**config.mk**
```make
export PLATFORM = sky130hd
export DESIGN_NAME = can_spi_controller_host_sequencer_flat
export DESIGN_NICKNAME = d
export VERILOG_FILES = /design/src/rtl/core/cshs_pkg.sv /design/src/rtl/core/cshs_if.sv /design/src/rtl/core/cshs_decode.sv /design/src/rtl/core/can_spi_controller_host_sequencer.sv /design/src/flat_wrapper.sv
export SDC_FILE = /design/constraint.sdc
export NUM_CORES = 1
export LEC_CHECK = 0
export ABC_CLOCK_PERIOD_IN_PS = 4100
export BUFFER_PORTS_ARGS = -buffer_cell sky130_fd_sc_hd__buf_2
export CORE_MARGIN = 2
export CORE_UTILIZATION = 50
export DETAILED_ROUTE_END_ITERATION = 8
export HOLD_SLACK_MARGIN = 0.05
export PLACE_DENSITY = 0.87
export SETUP_SLACK_MARGIN = 0.1
export SLEW_MARGIN = 40
export SYNTH_ARGS = -nofsm -noshare
export SYNTH_HDL_FRONTEND = slang
export SYNTH_HIERARCHICAL = 1
export SYNTH_SLANG_ARGS = --single-unit
```
**constraint.sdc**
```tcl
create_clock -name clk -period 4.1 [get_ports clk]
set_clock_uncertainty 0.15 [all_clocks]
set_input_delay 0.205 -clock clk [delete_from_list [all_inputs] [get_ports clk]]
set_output_delay 0.205 -clock clk [all_outputs]
set_load 0.05 [all_outputs]
```
**src/rtl/core/cshs_pkg.sv**
```systemverilog
`timescale 1ns / 1ps

package cshs_pkg;

  // Input operation codes.
  localparam logic [1:0] OP_SEND  = 2'd0;
  localparam logic [1:0] OP_FLAGS = 2'd1;
  localparam logic [1:0] OP_RECV  = 2'd2;

  // Result status codes.
  localparam logic [1:0] ST_OK      = 2'd0;
  localparam logic [1:0] ST_NO_BUF  = 2'd1;
  localparam logic [1:0] ST_NO_FLAG = 2'd2;

  // Controller instructions, register addresses and bit masks.
  localparam logic [7:0] INSTR_READ_RX = 8'b1001_0000;
  localparam logic [7:0] INSTR_LOAD_TX = 8'b0100_0000;
  localparam logic [7:0] INSTR_BIT_MOD = 8'b0000_0101;
  localparam logic [7:0] REG_INTF      = 8'b0010_1100;
  localparam logic [7:0] TXREQ_MASK    = 8'b0000_1000;
  localparam logic [7:0] SIDL_HI_MASK  = 8'b1110_0000;
  localparam logic [7:0] SIDL_LO_MASK  = 8'b0000_0011;
  localparam logic [7:0] TX_CTRL_BASE  = 8'h30;
  localparam logic [7:0] EXT_FLAG      = 8'b0000_1000;

  localparam int unsigned NUM_TX_BUF   = 3;
  localparam int unsigned LOAD_BYTES   = 14;
  localparam logic [3:0]  MAX_DLC      = 4'd8;

  // Byte positions within the sequences.
  localparam logic [4:0] SEND_LOAD_END  = 5'd13;
  localparam logic [4:0] SEND_BM_INSTR  = 5'd14;
  localparam logic [4:0] SEND_BM_ADDR   = 5'd15;
  localparam logic [4:0] SEND_BM_MASK   = 5'd16;
  localparam logic [4:0] SEND_BM_DATA   = 5'd17;
  localparam logic [4:0] RXREAD_END     = 5'd14;
  localparam logic [4:0] CLR_BM_INSTR   = 5'd0;
  localparam logic [4:0] CLR_BM_ADDR    = 5'd1;
  localparam logic [4:0] CLR_BM_MASK    = 5'd2;
  localparam logic [4:0] CLR_BM_DATA    = 5'd3;

  // What a held item will emit.
  typedef enum logic [2:0] {
    K_SEND,
    K_FULL,
    K_RXREAD,
    K_CLEAR,
    K_NOFLAG,
    K_RECV
  } kind_t;

  typedef struct packed {
    kind_t                 kind;
    logic [1:0]            buf_n;
    logic [2:0]            flag_bit;
    logic [13:0][7:0]      load_bytes;
    logic [28:0]           rx_id;
    logic                  rx_extended;
    logic [3:0]            rx_length;
    logic [63:0]           rx_payload;
  } item_t;

endpackage

```
**src/rtl/core/cshs_if.sv**
```systemverilog
`timescale 1ns / 1ps

// Input channel: one item per transfer.
interface cshs_in_if;
  logic        valid;
  logic        ready;
  logic [1:0]  op;
  logic [28:0] frame_id;
  logic        is_extended;
  logic        is_remote;
  logic [3:0]  length_code;
  logic [63:0] payload;
  logic [7:0]  flag_byte;
  logic [39:0] raw_header;

  modport source (
    output valid, op, frame_id, is_extended, is_remote, length_code, payload,
           flag_byte, raw_header,
    input  ready
  );
  modport sink (
    input  valid, op, frame_id, is_extended, is_remote, length_code, payload,
           flag_byte, raw_header,
    output ready
  );
endinterface

// Result channel: one SPI byte or decoded frame per transfer.
interface cshs_out_if;
  logic        valid;
  logic        ready;
  logic [7:0]  spi_byte;
  logic        end_of_transaction;
  logic        last;
  logic [1:0]  status;
  logic        rx_valid;
  logic [28:0] rx_id;
  logic        rx_extended;
  logic [3:0]  rx_length;
  logic [63:0] rx_payload;

  modport source (
    output valid, spi_byte, end_of_transaction, last, status, rx_valid, rx_id,
           rx_extended, rx_length, rx_payload,
    input  ready
  );
  modport sink (
    input  valid, spi_byte, end_of_transaction, last, status, rx_valid, rx_id,
           rx_extended, rx_length, rx_payload,
    output ready
  );
endinterface

```
**src/rtl/core/cshs_decode.sv**
```systemverilog
`timescale 1ns / 1ps

module cshs_decode (
  input  logic [1:0]    op,
  input  logic [28:0]   frame_id,
  input  logic          is_extended,
  input  logic          is_remote,
  input  logic [3:0]    length_code,
  input  logic [63:0]   payload,
  input  logic [7:0]    flag_byte,
  input  logic [39:0]   raw_header,
  input  logic [2:0]    busy,
  output cshs_pkg::item_t item,
  output logic          has_result,
  output logic [2:0]    busy_nxt
);
  import cshs_pkg::*;

  logic [3:0] tx_len;
  logic [1:0] free_n;
  logic       all_busy;
  logic [7:0] sidh;
  logic [7:0] sidl;
  logic [7:0] eid8;
  logic [7:0] eid0;
  logic [2:0] low_bit;
  logic       any_flag;
  logic [7:0] r_sidh;
  logic [7:0] r_sidl;
  logic [7:0] r_eid8;
  logic [7:0] r_eid0;
  logic [3:0] r_len;
  logic [63:0] r_data;

  // Lowest free transmit buffer.
  always_comb begin
    all_busy = 1'b0;
    free_n   = 2'd0;
    if (!busy[0]) begin
      free_n = 2'd0;
    end else if (!busy[1]) begin
      free_n = 2'd1;
    end else if (!busy[2]) begin
      free_n = 2'd2;
    end else begin
      all_busy = 1'b1;
    end
  end

  // Identifier packing for the transmit buffer registers.
  always_comb begin
    tx_len = (length_code > MAX_DLC) ? MAX_DLC : length_code;
    if (is_extended) begin
      sidh = frame_id[28:21];
      sidl = EXT_FLAG | ({frame_id[20:18], 5'b0} & SIDL_HI_MASK)
           | ({6'b0, frame_id[17:16]} & SIDL_LO_MASK);
      eid8 = frame_id[15:8];
      eid0 = frame_id[7:0];
    end else begin
      sidh = frame_id[10:3];
      sidl = {frame_id[2:0], 5'b0} & SIDL_HI_MASK;
      eid8 = 8'd0;
      eid0 = 8'd0;
    end
  end

  // Highest-priority interrupt flag is the lowest set bit.
  always_comb begin
    low_bit  = 3'd0;
    any_flag = |flag_byte;
    for (int i = 7; i >= 0; i--) begin
      if (flag_byte[i]) begin
        low_bit = 3'(i);
      end
    end
  end

  // Received buffer header fields.
  always_comb begin
    r_sidh = raw_header[7:0];
    r_sidl = raw_header[15:8];
    r_eid8 = raw_header[23:16];
    r_eid0 = raw_header[31:24];
    r_len  = (raw_header[35:32] > MAX_DLC) ? MAX_DLC : raw_header[35:32];
    for (int i = 0; i < 8; i++) begin
      r_data[8*i +: 8] = (4'(i) < r_len) ? payload[8*i +: 8] : 8'd0;
    end
  end

  // Item assembly and busy-bit update.
  always_comb begin
    item             = '0;
    item.kind        = K_NOFLAG;
    has_result       = 1'b1;
    busy_nxt         = busy;
    item.buf_n       = free_n;
    item.flag_bit    = low_bit;
    item.load_bytes[0] = INSTR_LOAD_TX | {5'b0, free_n, 1'b0};
    item.load_bytes[1] = sidh;
    item.load_bytes[2] = sidl;
    item.load_bytes[3] = eid8;
    item.load_bytes[4] = eid0;
    item.load_bytes[5] = {1'b0, is_remote, 2'b0, tx_len};
    for (int i = 0; i < 8; i++) begin
      item.load_bytes[6 + i] = (!is_remote && (4'(i) < tx_len)) ? payload[8*i +: 8] : 8'd0;
    end
    unique case (op)
      OP_SEND: begin
        if (all_busy) begin
          item.kind = K_FULL;
        end else begin
          item.kind = K_SEND;
          busy_nxt  = busy | (3'b001 << free_n);
        end
      end
      OP_FLAGS: begin
        if (!any_flag) begin
          item.kind = K_NOFLAG;
        end else if (low_bit < 3'd2) begin
          item.kind = K_RXREAD;
        end else begin
          item.kind = K_CLEAR;
          if (low_bit <= 3'd4) begin
            busy_nxt = busy & ~(3'b001 << (low_bit - 3'd2));
          end
        end
      end
      OP_RECV: begin
        item.kind        = K_RECV;
        item.rx_extended = r_sidl[3];
        item.rx_length   = r_len;
        item.rx_payload  = r_data;
        if (r_sidl[3]) begin
          item.rx_id = {r_sidh, r_sidl[7:5], r_sidl[1:0], r_eid8, r_eid0};
        end else begin
          item.rx_id = {18'd0, r_sidh, r_sidl[7:5]};
        end
      end
      default: begin
        has_result = 1'b0;
      end
    endcase
  end

endmodule

```
**src/rtl/core/can_spi_controller_host_sequencer.sv**
```systemverilog
`timescale 1ns / 1ps
// An accepted item is held in the item register, each result in the output register.
// One result per cycle unless the receiver stalls; a send yields 18 results, a
// receive-buffer read 15, a flag clear 4, a full, no-flag or decoded-frame item 1.
// The next item is taken in the cycle the previous item's last result enters the output.
// Reset clears the transmit-buffer busy bits, the held item and the output register.
module can_spi_controller_host_sequencer (
  input  logic              clk,
  input  logic              rst_n,
  cshs_in_if.sink           in_if,
  cshs_out_if.source        out_if
);
  import cshs_pkg::*;

  logic [2:0]  busy_r;
  logic [2:0]  busy_nxt;
  item_t       dec_item;
  logic        dec_has_result;

  item_t       item_r;
  logic        item_valid_r;
  logic [4:0]  idx_r;

  logic        out_valid_r;
  logic [7:0]  out_byte_r;
  logic        out_eot_r;
  logic        out_last_r;
  logic [1:0]  out_status_r;
  logic        out_rx_valid_r;
  logic [28:0] out_rx_id_r;
  logic        out_rx_ext_r;
  logic [3:0]  out_rx_len_r;
  logic [63:0] out_rx_data_r;

  logic        adv;
  logic        in_xfer;
  logic [7:0]  g_byte;
  logic        g_eot;
  logic        g_last;
  logic [1:0]  g_status;

  cshs_decode u_decode (
    .op          (in_if.op),
    .frame_id    (in_if.frame_id),
    .is_extended (in_if.is_extended),
    .is_remote   (in_if.is_remote),
    .length_code (in_if.length_code),
    .payload     (in_if.payload),
    .flag_byte   (in_if.flag_byte),
    .raw_header  (in_if.raw_header),
    .busy        (busy_r),
    .item        (dec_item),
    .has_result  (dec_has_result),
    .busy_nxt    (busy_nxt)
  );

  // Handshake: the output register moves when empty or taken.
  assign adv         = !out_valid_r || out_if.ready;
  assign in_if.ready = !item_valid_r || (adv && g_last);
  assign in_xfer     = in_if.valid && in_if.ready;

  // Byte generator for the held item at the current position.
  always_comb begin
    g_byte   = 8'd0;
    g_eot    = 1'b0;
    g_last   = 1'b0;
    g_status = ST_OK;
    case (item_r.kind)
      K_SEND: begin
        if (idx_r <= SEND_LOAD_END) begin
          g_byte = item_r.load_bytes[idx_r[3:0]];
          g_eot  = (idx_r == SEND_LOAD_END);
        end else if (idx_r == SEND_BM_INSTR) begin
          g_byte = INSTR_BIT_MOD;
        end else if (idx_r == SEND_BM_ADDR) begin
          g_byte = TX_CTRL_BASE + {2'b0, item_r.buf_n, 4'b0};
        end else if (idx_r == SEND_BM_MASK) begin
          g_byte = TXREQ_MASK;
        end else begin
          g_byte = TXREQ_MASK;
          g_eot  = 1'b1;
          g_last = 1'b1;
        end
      end
      K_RXREAD: begin
        if (idx_r == 5'd0) begin
          g_byte = INSTR_READ_RX | {5'b0, item_r.flag_bit[0], 2'b0};
        end
        g_eot  = (idx_r == RXREAD_END);
        g_last = (idx_r == RXREAD_END);
      end
      K_CLEAR: begin
        case (idx_r)
          CLR_BM_INSTR: g_byte = INSTR_BIT_MOD;
          CLR_BM_ADDR:  g_byte = REG_INTF;
          CLR_BM_MASK:  g_byte = 8'b1 << item_r.flag_bit;
          default: begin
            g_byte = 8'd0;
            g_eot  = 1'b1;
            g_last = 1'b1;
          end
        endcase
      end
      K_FULL: begin
        g_status = ST_NO_BUF;
        g_last   = 1'b1;
      end
      K_NOFLAG: begin
        g_status = ST_NO_FLAG;
        g_last   = 1'b1;
      end
      default: begin
        g_last = 1'b1;
      end
    endcase
  end

  // Busy bits and the held item.
  always_ff @(posedge clk) begin
    if (!rst_n) begin
      busy_r       <= '0;
      item_valid_r <= 1'b0;
      idx_r        <= '0;
    end else begin
      if (in_xfer) begin
        busy_r <= busy_nxt;
      end
      if (item_valid_r && adv && !g_last) begin
        idx_r <= idx_r + 5'd1;
      end else if (in_xfer) begin
        item_valid_r <= dec_has_result;
        idx_r        <= '0;
      end else if (item_valid_r && adv) begin
        item_valid_r <= 1'b0;
        idx_r        <= '0;
      end
    end
  end

  always_ff @(posedge clk) begin
    if (in_xfer) begin
      item_r <= dec_item;
    end
  end

  // Output register.
  always_ff @(posedge clk) begin
    if (!rst_n) begin
      out_valid_r <= 1'b0;
    end else if (adv) begin
      out_valid_r <= item_valid_r;
    end
  end

  always_ff @(posedge clk) begin
    if (adv) begin
      out_byte_r     <= g_byte;
      out_eot_r      <= g_eot;
      out_last_r     <= g_last;
      out_status_r   <= g_status;
      out_rx_valid_r <= (item_r.kind == K_RECV);
      out_rx_id_r    <= (item_r.kind == K_RECV) ? item_r.rx_id : 29'd0;
      out_rx_ext_r   <= (item_r.kind == K_RECV) ? item_r.rx_extended : 1'b0;
      out_rx_len_r   <= (item_r.kind == K_RECV) ? item_r.rx_length : 4'd0;
      out_rx_data_r  <= (item_r.kind == K_RECV) ? item_r.rx_payload : 64'd0;
    end
  end

  assign out_if.valid              = out_valid_r;
  assign out_if.spi_byte           = out_byte_r;
  assign out_if.end_of_transaction = out_eot_r;
  assign out_if.last               = out_last_r;
  assign out_if.status             = out_status_r;
  assign out_if.rx_valid           = out_rx_valid_r;
  assign out_if.rx_id              = out_rx_id_r;
  assign out_if.rx_extended        = out_rx_ext_r;
  assign out_if.rx_length          = out_rx_len_r;
  assign out_if.rx_payload         = out_rx_data_r;

  // The byte counter never runs past the longest sequence.
  a_idx_range: assert property (@(posedge clk) disable iff (!rst_n)
    item_valid_r |-> idx_r <= SEND_BM_DATA)
    else $error("byte counter out of range");

  // A failure status is always a single, final result.
  a_status_last: assert property (@(posedge clk) disable iff (!rst_n)
    (out_valid_r && out_status_r != ST_OK) |-> (out_last_r && !out_eot_r))
    else $error("failure status not on a final result");

  // A decoded frame carries no SPI byte and ends its item.
  a_rx_single: assert property (@(posedge clk) disable iff (!rst_n)
    (out_valid_r && out_rx_valid_r) |-> (out_last_r && out_byte_r == 8'd0))
    else $error("decoded frame not a single result");

  // Once a non-final result is taken, the next one of the same item follows at once.
  a_no_gap: assert property (@(posedge clk) disable iff (!rst_n)
    (out_valid_r && out_if.ready && !out_last_r) |=> out_valid_r)
    else $error("gap inside an item's sequence");

endmodule

```
**src/flat_wrapper.sv**
```systemverilog
// flat-port wrapper written by rule: the top's interface ports become plain ports
module can_spi_controller_host_sequencer_flat import cshs_pkg::*;
  (clk, rst_n, in_if_valid, in_if_op, in_if_frame_id, in_if_is_extended, in_if_is_remote, in_if_length_code, in_if_payload, in_if_flag_byte, in_if_raw_header, in_if_ready, out_if_valid, out_if_spi_byte, out_if_end_of_transaction, out_if_last, out_if_status, out_if_rx_valid, out_if_rx_id, out_if_rx_extended, out_if_rx_length, out_if_rx_payload, out_if_ready);
  cshs_in_if in_if_i ();
  cshs_out_if out_if_i ();
  input  logic clk;
  input  logic rst_n;
  input wire logic [$bits(in_if_i.valid)-1:0] in_if_valid;
  input wire logic [$bits(in_if_i.op)-1:0] in_if_op;
  input wire logic [$bits(in_if_i.frame_id)-1:0] in_if_frame_id;
  input wire logic [$bits(in_if_i.is_extended)-1:0] in_if_is_extended;
  input wire logic [$bits(in_if_i.is_remote)-1:0] in_if_is_remote;
  input wire logic [$bits(in_if_i.length_code)-1:0] in_if_length_code;
  input wire logic [$bits(in_if_i.payload)-1:0] in_if_payload;
  input wire logic [$bits(in_if_i.flag_byte)-1:0] in_if_flag_byte;
  input wire logic [$bits(in_if_i.raw_header)-1:0] in_if_raw_header;
  output wire logic [$bits(in_if_i.ready)-1:0] in_if_ready;
  output wire logic [$bits(out_if_i.valid)-1:0] out_if_valid;
  output wire logic [$bits(out_if_i.spi_byte)-1:0] out_if_spi_byte;
  output wire logic [$bits(out_if_i.end_of_transaction)-1:0] out_if_end_of_transaction;
  output wire logic [$bits(out_if_i.last)-1:0] out_if_last;
  output wire logic [$bits(out_if_i.status)-1:0] out_if_status;
  output wire logic [$bits(out_if_i.rx_valid)-1:0] out_if_rx_valid;
  output wire logic [$bits(out_if_i.rx_id)-1:0] out_if_rx_id;
  output wire logic [$bits(out_if_i.rx_extended)-1:0] out_if_rx_extended;
  output wire logic [$bits(out_if_i.rx_length)-1:0] out_if_rx_length;
  output wire logic [$bits(out_if_i.rx_payload)-1:0] out_if_rx_payload;
  input wire logic [$bits(out_if_i.ready)-1:0] out_if_ready;
  assign in_if_i.valid = in_if_valid;
  assign in_if_i.op = in_if_op;
  assign in_if_i.frame_id = in_if_frame_id;
  assign in_if_i.is_extended = in_if_is_extended;
  assign in_if_i.is_remote = in_if_is_remote;
  assign in_if_i.length_code = in_if_length_code;
  assign in_if_i.payload = in_if_payload;
  assign in_if_i.flag_byte = in_if_flag_byte;
  assign in_if_i.raw_header = in_if_raw_header;
  assign in_if_ready = in_if_i.ready;
  assign out_if_valid = out_if_i.valid;
  assign out_if_spi_byte = out_if_i.spi_byte;
  assign out_if_end_of_transaction = out_if_i.end_of_transaction;
  assign out_if_last = out_if_i.last;
  assign out_if_status = out_if_i.status;
  assign out_if_rx_valid = out_if_i.rx_valid;
  assign out_if_rx_id = out_if_i.rx_id;
  assign out_if_rx_extended = out_if_i.rx_extended;
  assign out_if_rx_length = out_if_i.rx_length;
  assign out_if_rx_payload = out_if_i.rx_payload;
  assign out_if_i.ready = out_if_ready;
  can_spi_controller_host_sequencer u_core (.clk(clk), .rst_n(rst_n), .in_if(in_if_i), .out_if(out_if_i));
endmodule
```
-- Word-level counts from Yosys, hierarchy flattened
Index checks and enable logic that the tools add are counted.
- bits in registers: 328
- input port bits: 153
- equality and inequality tests: 17
- bitwise logic cells: 5
- multiplexer cells: 51
- $add $sub $neg: 3
- shifts and indexed selects: 3
- magnitude comparators: 22
- reduce and logical (&&, ||, !) cells: 38
- operators with widths (operator ; number):
    $mux W8 ; 7
    $pmux W8 S3 ; 2
    $mux W3 ; 13
    $bmux W8 S4 ; 1
    $lt A3 B4 Y1 const A ; 8
    $reduce_and A2 Y1 ; 10
    $lt A1 B4 Y1 const A ; 4
    $lt A2 B4 Y1 const A ; 4
    $eq A5 B4 Y1 const B ; 3
    $mux W5 ; 3
    $mux W1 ; 14
    $logic_and A1 B1 Y1 ; 12
    $mux W11 ; 1
    $pmux W3 S3 ; 1
    $gt A4 B4 Y1 const B ; 2
    $mux W4 ; 2
    $ne A2 B2 Y1 const B ; 4
    $or A8 B2 Y8 ; 1
    $reduce_or A8 Y1 ; 1
    $shl A1 B3 Y8 const A ; 1
    $add A6 B6 Y7 const A ; 1
    $eq A3 B2 Y1 const B ; 2
    $eq A3 B3 Y1 const B ; 2
    $mux W2 ; 3
    other kinds (30) ; 37

-- Logic depth before layout (Yosys ltp)
- depth in word-level cells: 16
- depth in mapped cells: 10
- depth with buffers taken out: 9

-- By module
The synthesis kept the hierarchy.
- modules (own cells, without submodules) (module ; area each (sq um) ; cells each ; instances):
    can_spi_controller_host_sequencer ; 12504.5 ; 653 ; 1
    cshs_decode ; 1951.9 ; 306 ; 1

-- Worst setup path after synthesis
OpenSTA, ideal clock, no wires.
- kind: register to output
- start: register u_core.out_valid_r, in the netlist u_core/out_if.valid
- end: output in_if_ready
- setup slack: -0.103 ns
- path buffers: 0
- stages on the path, launching flop included: 5
- arrival: 3.848 ns
- required time: 3.745 ns
- cell sequence: dfxtp_1 -> nor2b_1 -> inv_1 -> o21ai_0 -> nand2_1
- cells in the longest elaborated chain, start to end: 4
- ends and longest elaborated chain (what ; line ; text):
    start: declaration ; can_spi_controller_host_sequencer.sv:24 ; logic out_valid_r;
    start signal: assignment ; can_spi_controller_host_sequencer.sv:151 ; out_valid_r <= item_valid_r;
    $logic_not A1 Y1 ; can_spi_controller_host_sequencer.sv:58 ; assign adv = !out_valid_r || out_if.ready;
    $logic_or A1 B1 Y1 ; can_spi_controller_host_sequencer.sv:58 ;
    $logic_and A1 B1 Y1 ; can_spi_controller_host_sequencer.sv:59 ; assign in_if.ready = !item_valid_r || (adv && g_last);
    $logic_or A1 B1 Y1 ; can_spi_controller_host_sequencer.sv:59 ;
    end: declaration ; flat_wrapper.sv:17 ; output wire logic [$bits(in_if_i.ready)-1:0] in_if_ready;
Every way passes these cells.

-- Final worst setup path
- start: register u_core.idx_r[1]
- end: output in_if_ready
- cells in the longest elaborated chain, start to end: 8
- elaborated cells between the ends (all ways): 16
- ends and longest elaborated chain (what ; line ; text):
    start: declaration ; can_spi_controller_host_sequencer.sv:22 ; logic [4:0] idx_r;
    start signal: assignment ; can_spi_controller_host_sequencer.sv:129 ; idx_r <= idx_r + 5'd1;
    $eq A5 B5 Y1 ; can_spi_controller_host_sequencer.sv:77 ; end else if (idx_r == SEND_BM_MASK) begin
    $mux W1 ; can_spi_controller_host_sequencer.sv:77 ;
    $mux W1 ; can_spi_controller_host_sequencer.sv:75 ; end else if (idx_r == SEND_BM_ADDR) begin
    $mux W1 ; can_spi_controller_host_sequencer.sv:73 ; end else if (idx_r == SEND_BM_INSTR) begin
    $mux W1 ; can_spi_controller_host_sequencer.sv:70 ; if (idx_r <= SEND_LOAD_END) begin
    $pmux W1 S3 (*) ; can_spi_controller_host_sequencer.sv:68 ; case (item_r.kind)
    $logic_and A1 B1 Y1 (*) ; can_spi_controller_host_sequencer.sv:59 ;
    $logic_or A1 B1 Y1 (*) ; can_spi_controller_host_sequencer.sv:59 ;
Mark *: on every way between the ends. The rest lies on a longest branch, timed or not.

==> impl_metrics.csv <==
group,metric,value,unit
critical_path,path_class,"reg2out",
yosys,avgSynthCellArea,15.1,um2
clock_tree,cts-root-buf,"clkbuf_16",
global_route,grt_antenna_before_repair,1,
floorplan,rows,62,
yosys,async_flop_share,0,%
clock_tree,numCtsBuffers,35,
critical_path,cp.required,3740,ps
timing,rsz0062_at_grt,"false",
floorplan,die_y,174,um
clock_tree,post_cts_resized,0,
timing,hold_viol_final,0,
power,finalPower,8130,uW
final_layout,area_growth,29.4,%
global_route,grt_max_degree,130,
critical_path,crit_arrival,2800,ps
routing,drt_wl_total,36.6,mm
power,power.density,434,mW/mm2
power,p_leak,0.00771,uW
placement,portBuffers,259,
timing,slew_headroom,47.0,%
yosys,synth.yosys.seq_area_share,69.7,%
clock_tree,clk_pin_slew,60,ps
critical_path,critPathLaunchType,"flip-flop",
global_route,grt_pass1_vias,9777,
min_path,hold_path.class,"in2reg",
global_route,grt_pass1_wl,55.7,mm
clock_tree,clock-sinks,339,
final_layout,diodes,0,
global_route,grt_usage,24.0,%
timing,post-route-period-util,76.9,%
final_layout,final_common_cell,"edfxtp_1",
clock_tree,post_cts_buffers,0,
yosys,syn_area,0.0145,mm2
clock_tree,clock_tree.buffer_depth,3,
timing,setup-violations-final,0,
timing,period_minus_slack,3150,ps
yosys,synthFlopType,"edfxtp_1",
timing,fmax,317,MHz
timing,fin_tns_setup,0,ps
floorplan,chipWidth,174,um
yosys,synth_cell_type_count,65,
yosys,ys_ff_latch,339,
run,cap_violations,0,
final_layout,fillers,1961,
yosys,netlist_instances,959,
floorplan,ioPinCount,266,
clock_tree,htree_levels,2,
routing,vias,9580,
final_layout,fin_nets,1532,
routing,drc,0,
routing,wl_per_cell,20.5,um
final_layout,mostFrequentLayoutCells,"edfxtp_1 (329), buf_2 (259), and2_1 (240), dlygate4sd3_1 (155), nor2_1 (38)",
outcome,outcome,"completed",
clock_tree,cts_tree,"built",
routing,first_pass_iters,5,
floorplan,die_area,0.0303,mm2
critical_path,critPathMaxFanout,33,
critical_path,regToRegSetupSlack,1000,ps
routing,drt_iter0_drc,1003,
placement,dpl.hpwl,22.3,mm
floorplan,initial_core_util,50.6,%
timing,tightest_slew,794,ps
global_route,overflow,0,
placement,gp_routability_congestion,0.943,
clock_tree,clk_latency,520,ps
critical_path,cp-end-kind,"output port",
routing,via_per_inst,5.38,
power,peakVddDrop,293,uV
timing,drv_slew,0,
routing,postRouteAntennaNets,0,
final_layout,drive_gt1_share,27.1,%
yosys,synth-edff-count,329,
floorplan,core_area,0.0285,mm2
yosys,ys_warn_count,6,
## Yosys cell counts (all sizes together), types with 2 or more instances
cell type	instances	area share, %
edfxtp	329	68
and2	240	10
nor2	40	1.1
nand2	36	0.93
and3	32	1.4
buf	30	1.5
clkbuf	26	0.68
mux4	25	4.1
mux2i	23	1.6
a21oi	22	0.87
inv	13	0.34
o21ai	13	0.48
mux2	11	0.86
nor3	11	0.48
dfxtp	10	1.4
nor2b	10	0.43
nand3	8	0.28
ha	7	0.61
nand2b	7	0.35
o221ai	7	0.55
nand4	5	0.22
a21o	4	0.21
a31oi	4	0.17
and2b	4	0.22
or3	4	0.21
a31o	3	0.18
o21a	3	0.16
o22ai	3	0.13
a21boi	2	0.10
and4b	2	0.14
conb	2	0.052
o2111ai	2	0.12
o21bai	2	0.10
or4	2	0.16
## timing repair
item | 4_1_cts | 5_1_grt
endpoints found under the hold margin | 211 | 0
setup endpoints to repair | 0 | 0
hold buffers | 155 | 0
## cell type report
class	instances	area, um2	share of cell area [%]
clock inverters	17	124	0.662
inverters	13	52.6	0.281
flip-flops and latches	339	10100	53.9
well taps	384	480	2.57
repair buffers	423	2940	15.7
multi-input cells	560	4070	21.7
clock buffers	46	958	5.12
## registers in the layout (all words and copies together), names as in the netlist
register                          count
u_core/out_if.status                  2
u_core/out_if.end_of_transaction      1
u_core/out_if.spi_byte                8
u_core/item_r                       218
u_core/out_if.rx_id                  29
u_core/out_if.rx_valid                1
u_core/item_valid_r                   1
u_core/idx_r                          5
u_core/out_if.last                    1
u_core/out_if.rx_length               4
u_core/out_if.rx_extended             1
u_core/out_if.rx_payload             64
u_core/busy_r                         3
u_core/out_if.valid                   1
## metal layers
metal  share of wire [%]  global-route usage, %  vias up  wire (um)
li1                    -                      -     4326          -
met1                  38                   30.0     4649      14000
met2                  50                   40.5      487      18300
met3                 6.9                   4.68      116       2530
met4                 4.6                   11.2        2       1690
met5               0.036                      0        -         13
## stage by stage
step / hold slack (ps) / util, % / setup slack [ps] / cells / instance area [um2]
after global placement: 324 / 56.3 / 1160 / 1564 / 16100
final: 81.2 / 65.5 / 946 / 1782 / 18700
after global routing: 104 / 65.5 / 781 / 1782 / 18700
after floorplan: 222 / - / 102 / 968 / 14500
after CTS: 51.8 / 65.5 / 924 / 1782 / 18700
after detailed placement: 336 / 56.3 / 1070 / 1564 / 16100
## cell families (layout without fill, tap and decap cells)
logic type / count (synthesis) / count (layout) / synth area share [%]
mux: 59 / 59 / 6.50
fa+ha+maj: 7 / 7 / 0.606
flops: 339 / 339 / 69.7
buf+inv: 69 / 499 / 2.57
simple gates: 406 / 406 / 16.6
compound gates: 77 / 77 / 3.96
other cells: 2 / 11 / 0.0519
## critical path: stages, from the launching register on
cell and delay (ps):
dfxtp_1 320, buf_4 390, ha_2 370, and4bb_2 280
o211ai_2 200, o21ai_2 120, o21ai_0 290, nand2_1 80
buf_2 220
## power by group
group	switching (uW)	leakage, uW	internal, uW
registers	81.0	0.00358	4060
clock network	1300	0.000529	1720
logic	620	0.00361	340
## path summary, 6_finish.rpt
path,startpoint,to,cells after the start
hold reg to reg,u_core/busy_r[2]$_SDFFE_PN0P_,u_core/busy_r[2]$_SDFFE_PN0P_,2
setup / recovery,u_core/idx_r[1]$_SDFFE_PN0P_,in_if_ready,8
setup reg to reg,u_core/idx_r[0]$_SDFFE_PN0P_,u_core/item_r[108]$_DFFE_PP_,8
hold / removal,in_if_flag_byte[0],u_core/busy_r[2]$_SDFFE_PN0P_,5
Note: power is estimated with default switching activity, not from simulation.
